--- src/rtl/was_divider.sv ---
// Restoring divider for the assignment total divided by the window width.
module was_divider #(
   parameter int WinW = 4
) (
   input  logic               clock,
   input  logic               reset,
   input  logic               start,
   input  logic signed [31:0] dividend,
   input  logic [WinW-1:0]    divisor,
   output logic               done,
   output logic signed [31:0] quotient
);

   logic [31:0] mag_ff, mag_in;
   logic [31:0] rem_ff, rem_in;
   logic [31:0] quo_ff, quo_in;
   logic [5:0]  cnt_ff, cnt_in;
   logic        neg_ff, neg_in;
   logic        busy_ff, busy_in;
   logic [32:0] trial;

   // One quotient bit per cycle, magnitude only; sign restored at the end.
   always_comb begin
      mag_in  = mag_ff;
      rem_in  = rem_ff;
      quo_in  = quo_ff;
      cnt_in  = cnt_ff;
      neg_in  = neg_ff;
      busy_in = busy_ff;
      trial   = {rem_ff, mag_ff[31]} - {{(33-WinW){1'b0}}, divisor};
      if (start) begin
         neg_in  = dividend[31];
         mag_in  = dividend[31] ? 32'(-dividend) : 32'(dividend);
         rem_in  = '0;
         quo_in  = '0;
         cnt_in  = 6'd32;
         busy_in = 1'b1;
      end else if (busy_ff) begin
         mag_in = {mag_ff[30:0], 1'b0};
         if (!trial[32]) begin
            rem_in = trial[31:0];
            quo_in = {quo_ff[30:0], 1'b1};
         end else begin
            rem_in = {rem_ff[30:0], mag_ff[31]};
            quo_in = {quo_ff[30:0], 1'b0};
         end
         cnt_in = cnt_ff - 6'd1;
         if (cnt_ff == 6'd1) busy_in = 1'b0;
      end
   end

   always_ff @(posedge clock) begin
      mag_ff <= mag_in;
      rem_ff <= rem_in;
      quo_ff <= quo_in;
      cnt_ff <= cnt_in;
      neg_ff <= neg_in;
      if (reset) busy_ff <= 1'b0;
      else       busy_ff <= busy_in;
   end

   assign done     = busy_ff && (cnt_ff == 6'd1);
   assign quotient = neg_ff ? -$signed(quo_in) : $signed(quo_in);

endmodule

--- config.mk ---
export PLATFORM = sky130hd
export DESIGN_NAME = was_divider
export DESIGN_NICKNAME = d
export VERILOG_FILES = /design/src/rtl/was_divider.sv
export SDC_FILE = /design/constraint.sdc
export NUM_CORES = 1
export LEC_CHECK = 0
export BUFFER_PORTS_ARGS = -buffer_cell sky130_fd_sc_hd__buf_2
export CAP_MARGIN = 40
export CORE_MARGIN = 4
export CORE_UTILIZATION = 45
export DETAILED_ROUTE_END_ITERATION = 10
export PLACE_DENSITY = 0.63
export SLEW_MARGIN = 20
export SYNTH_ARGS = -nofsm -noshare
export SYNTH_HDL_FRONTEND = slang
export SYNTH_SLANG_ARGS = --single-unit
--- constraint.sdc ---
create_clock -name clock -period 6.5 [get_ports clock]
set_input_delay 0 -clock clock [delete_from_list [all_inputs] [get_ports clock]]
set_output_delay 0 -clock clock [all_outputs]
set_load 0.005 [all_outputs]
* After elaboration in Yosys (flattened, before gate mapping)
Cells that the tools add are included.
Storage, ports and cells: register bits 104, input bits 39
Cells by class: add/sub/neg operators 4, equality and inequality tests 1, mux-type cells 11, reduce and logical (&&, ||, !) cells 2
Operator list (count):
- two-way mux 32 bit | 7
- negator 32 bit | 2
- subtractor 33 x 4 -> 33 bit | 1
- == test 6 x 1 -> 1 bit, second input constant | 1
- subtractor 6 x 1 -> 6 bit, second input constant | 1
- two-way mux 1 bit | 4
- nonzero test 2 bit | 1
- logical AND 1 bit | 1

* Depth between registers and ports, before layout
depth after elaboration 6, mapped depth 15

* Least setup slack after synthesis
Ideal clock, no wire load.
path kind reg-to-output, from reg rem_ff[3], to out quotient[26], arrival 3691 ps, slack 2809 ps, stages on the path, launching flop included 14, buffers on the path 1, cell sequence dfxtp_1 -> clkbuf_1 -> nor4_1 -> nand4b_1 -> nor4b_2 -> a21oi_2 -> o21a_1 -> a21oi_1 -> ha_1 -> o21ai_0 -> or3_1 -> or4_1 -> o31ai_1 -> xnor2_1
On the way: cells in the longest elaborated chain, start to end 6
Ends and longest elaborated chain:
- from (decl) | RTL line 15 | logic [31:0] rem_ff, rem_in;
- from (signal assigned) | RTL line 54 | rem_ff <= rem_in;
- subtractor 33 x 4 -> 33 bit | RTL line 30 | trial = {rem_ff, mag_ff[31]} - {{(33-WinW){1'b0}}, divisor};
- two-way mux 1 bit | RTL line 40 | if (!trial[32]) begin
- two-way mux 32 bit | RTL line 38 | end else if (busy_ff) begin
- two-way mux 32 bit | RTL line 31 | if (start) begin
- negator 32 bit | RTL line 63 | assign quotient = neg_ff ? -$signed(quo_in) : $signed(quo_in);
- two-way mux 32 bit | RTL line 63
- to (decl) | RTL line 11 | output logic signed [31:0] quotient
No other way between the ends.

* Worst setup path after layout
from reg mag_ff[31], to out quotient[26]
On the way: cells in the longest elaborated chain, start to end 6
Ends and longest elaborated chain:
- from (decl) | RTL line 14 | logic [31:0] mag_ff, mag_in;
- from (signal assigned) | RTL line 53 | mag_ff <= mag_in;
- subtractor 33 x 4 -> 33 bit | RTL line 30
- two-way mux 1 bit | RTL line 40
- two-way mux 32 bit | RTL line 38
- two-way mux 32 bit | RTL line 31
- negator 32 bit | RTL line 63
- two-way mux 32 bit | RTL line 63
No other way between the ends.

==> flow_metrics.tcl <==
set metrics [dict create \
    status "finished, final reports clean" \
    dpl_cell_area_mm2 0.00674 \
    ant_nets 0 \
    synthesis.area_mm2 0.00625 \
    synth_area_per_cell_um2 8.56 \
    port_buffers 71 \
    cts_tree "done" \
    drive_gt1_share_pct 13.9 \
    antenna_cells 0 \
    final_cell_area_mm2 0.00710 \
    synthArstFlopShare_pct 0 \
    synth_top_area_cell "dfxtp_1" \
    rows 42 \
    ys_types 61 \
    grt_pass1_wl_mm 23.7 \
    coreArea_mm2 0.0134 \
    seq_area_frac_synth_pct 38.6 \
    globalplace.congestion 0.844 \
    drtPass1Iterations 5 \
    antenna_found_initial 0 \
    p_leak_nw 2.77 \
    syn_to_final_growth_pct 13.5 \
    cts_max_level 3 \
    hold_viol_final 0 \
    hold_class "input pin to flop" \
    critical_path_class "flop to output pin" \
    synth.most_common_cell "nor2_1" \
    ir_drop_v 0.000118 \
    synthCells 730 \
    layout.nets 829 \
    ys.flop_type "dfxtp_1" \
    cts_sinks 104 \
    yosysTopAreaCellShare_pct 22.7 \
    crit_required_ps 6500 \
    wl_per_cell_um 14.8 \
    drt_iter0_drc 267 \
    rsz0062_at_grt "no" \
    yosysWarnings 0 \
    grt_max_degree 64 \
    gr-total-overflow 0 \
    postCtsSetupBuffers 0 \
    initial_core_util_pct 46.7 \
    dr_total_vias 5339 \
    cp.arrival_ps 4760 \
    cp-end-kind "output pin" \
    slew_violations 0 \
    die_width_um 126 \
    hpwl_mm 10.1 \
    vias_per_cell 5.55 \
    synthTopCellsByCount "110 x nor2_1, 71 x dfxtp_1, 59 x a21oi_1" \
    cts_max_path_buffers 2 \
    maxCapViolations 0 \
    synth_edf_count 33 \
    synthTopCellsByArea "dfxtp_1 23%, edfxtp_1 16%, nor2_1 6.6%, xor2_1 6.6%, xnor2_1 5.5%" \
    slew_headroom_pct 47.6 \
    skew_ps 7.70 \
    tightest_slew_ps 775 \
    grt_pass1_vias 5091 \
    period_needed_ps 4760 \
    fin_tns_setup_ps 0 \
    fin_crit_sh_pct 73.2 \
    io-pin-count 72 \
    cellPowerDensity_mw_per_mm2 242 \
    fillerInstances 1264 \
    crit_fanout 9 \
    drt_wl_total_mm 14.2 \
    cts_root_buf "clkbuf_16" \
    syn-num-nets 778 \
    synth_seq_cells 104 \
    startpoint_type "flop" \
    die_h_um 126 \
    fmax_ghz 0.210 \
    setup_viol 0 \
    numCtsBuffers 9 \
    drc 0 \
    path_clk_slew_ps 70 \
    dieArea_mm2 0.0158 \
    track_usage_pct 17.7 \
    clk_latency_ps 350 \
]
state kept, by name, indices dropped and copies added, names as in the netlist:
| name | count |
|---|---|
| cnt_ff | 6 |
| neg_ff | 1 |
| busy_ff | 1 |
| rem_ff | 32 |
| mag_ff | 32 |
| quo_ff | 32 |
layout by cell type, fill, tap and decap left out, types with 4 or more instances in the layout:
master     count
xnor2_1       39
nor2_1       110
inv_1         16
clkbuf_16     11
or3_1         13
buf_4          5
ha_1           8
o41ai_1        5
nor3_1        19
o21ai_0       32
a311oi_1       4
a211oi_1      24
nor2b_1        8
or4_1         11
nand2_1       55
o31ai_1       17
o211ai_1       6
dfxtp_1       70
nand2b_1      13
o21a_1         5
edfxtp_1      33
xor2_1        47
nor4_1        11
mux2i_1       26
a31oi_1        8
nand3_1        4
a21oi_1       59
buf_2         70
report_power, final:
group,switching [mW],leakage (nW),internal (mW)
logic,0.200,1.70,0.153
registers,0.0429,0.905,0.723
clock network,0.248,0.167,0.347
per-layer routing:
layer	vias up	share of wire (%)	GRT usage (%)
li1	2721	-	-
met1	2480	49	24.1
met2	122	45	28.2
met3	16	4.9	4.28
met4	0	1.3	4.86
met5	-	0	0
area by class of cell:
type | count | area (um2) | share of cell area, %
Timing Repair Buffer | 80 | 448 | 6.31
Sequential cell | 104 | 2420 | 34.0
Inverter | 17 | 63.8 | 0.899
Clock buffer | 11 | 275 | 3.88
Multi-Input combinational cell | 569 | 3620 | 51.0
Clock inverter | 5 | 56.3 | 0.793
Tap cell | 176 | 220 | 3.10
kinds of logic (layout without fill, tap and decap cells):
kind of cell,after synthesis,in the layout,share of synthesized area (%)
flip-flops,104,104,38.6
adder cells (fa/ha/maj),9,9,1.92
AND/OR/NAND/NOR,272,272,21.6
multiplexers,28,28,4.52
AO/OA/AOI/OAI,174,174,17.8
buffers and inverters,57,113,3.54
XOR/XNOR,86,86,12.0
metrics by stage:
| stage | util [%] | instances | total power, mW | hold WS, ps | setup WS, ps |
|---|---|---|---|---|---|
| floorplan | - | 730 | 1.03 | 72.4 | 2810 |
| global placement | 50.0 | 941 | 1.12 | 152 | 2290 |
| detailed placement | 50.3 | 943 | 1.13 | 156 | 2140 |
| CTS | 52.9 | 961 | 1.73 | 42.0 | 1720 |
| global route | 53.0 | 962 | 1.81 | 38.0 | 1200 |
| finish | 53.0 | 962 | 1.71 | 55.7 | 1740 |
repair_timing:
item | CTS | global route
endpoints found under the hold margin | 2 | 0
resized for setup | 0 | 0
hold buffers | 2 | 0
worst paths after layout:
path	end	startpoint	slack [ps]	cells past startpoint
worst max-delay path	quotient[26]	mag_ff[31]$_DFFE_PP_	1740	16
worst min-delay path	mag_ff[21]$_DFFE_PP_	dividend[21]	60	3
worst max register to register	rem_ff[13]$_SDFFE_PP0P_	rem_ff[19]$_SDFFE_PP0P_	3560	6
worst min register to register	cnt_ff[0]$_SDFFE_PP0P_	cnt_ff[0]$_SDFFE_PP0P_	490	2
worst max-delay path, stage by stage, from the launching register on:
cell	delay (ps)
edfxtp_1	370
inv_1	80
ha_1	210
fa_1	230
nor2b_1	60
o21ai_0	290
nor4b_2	490
a21oi_2	220
o21a_1	300
a21oi_1	210
ha_1	190
o21ai_0	150
or3_1	500
or4_1	550
o31ai_1	270
xnor2_1	150
buf_2	130
Note: power is estimated with default switching activity, not from simulation.
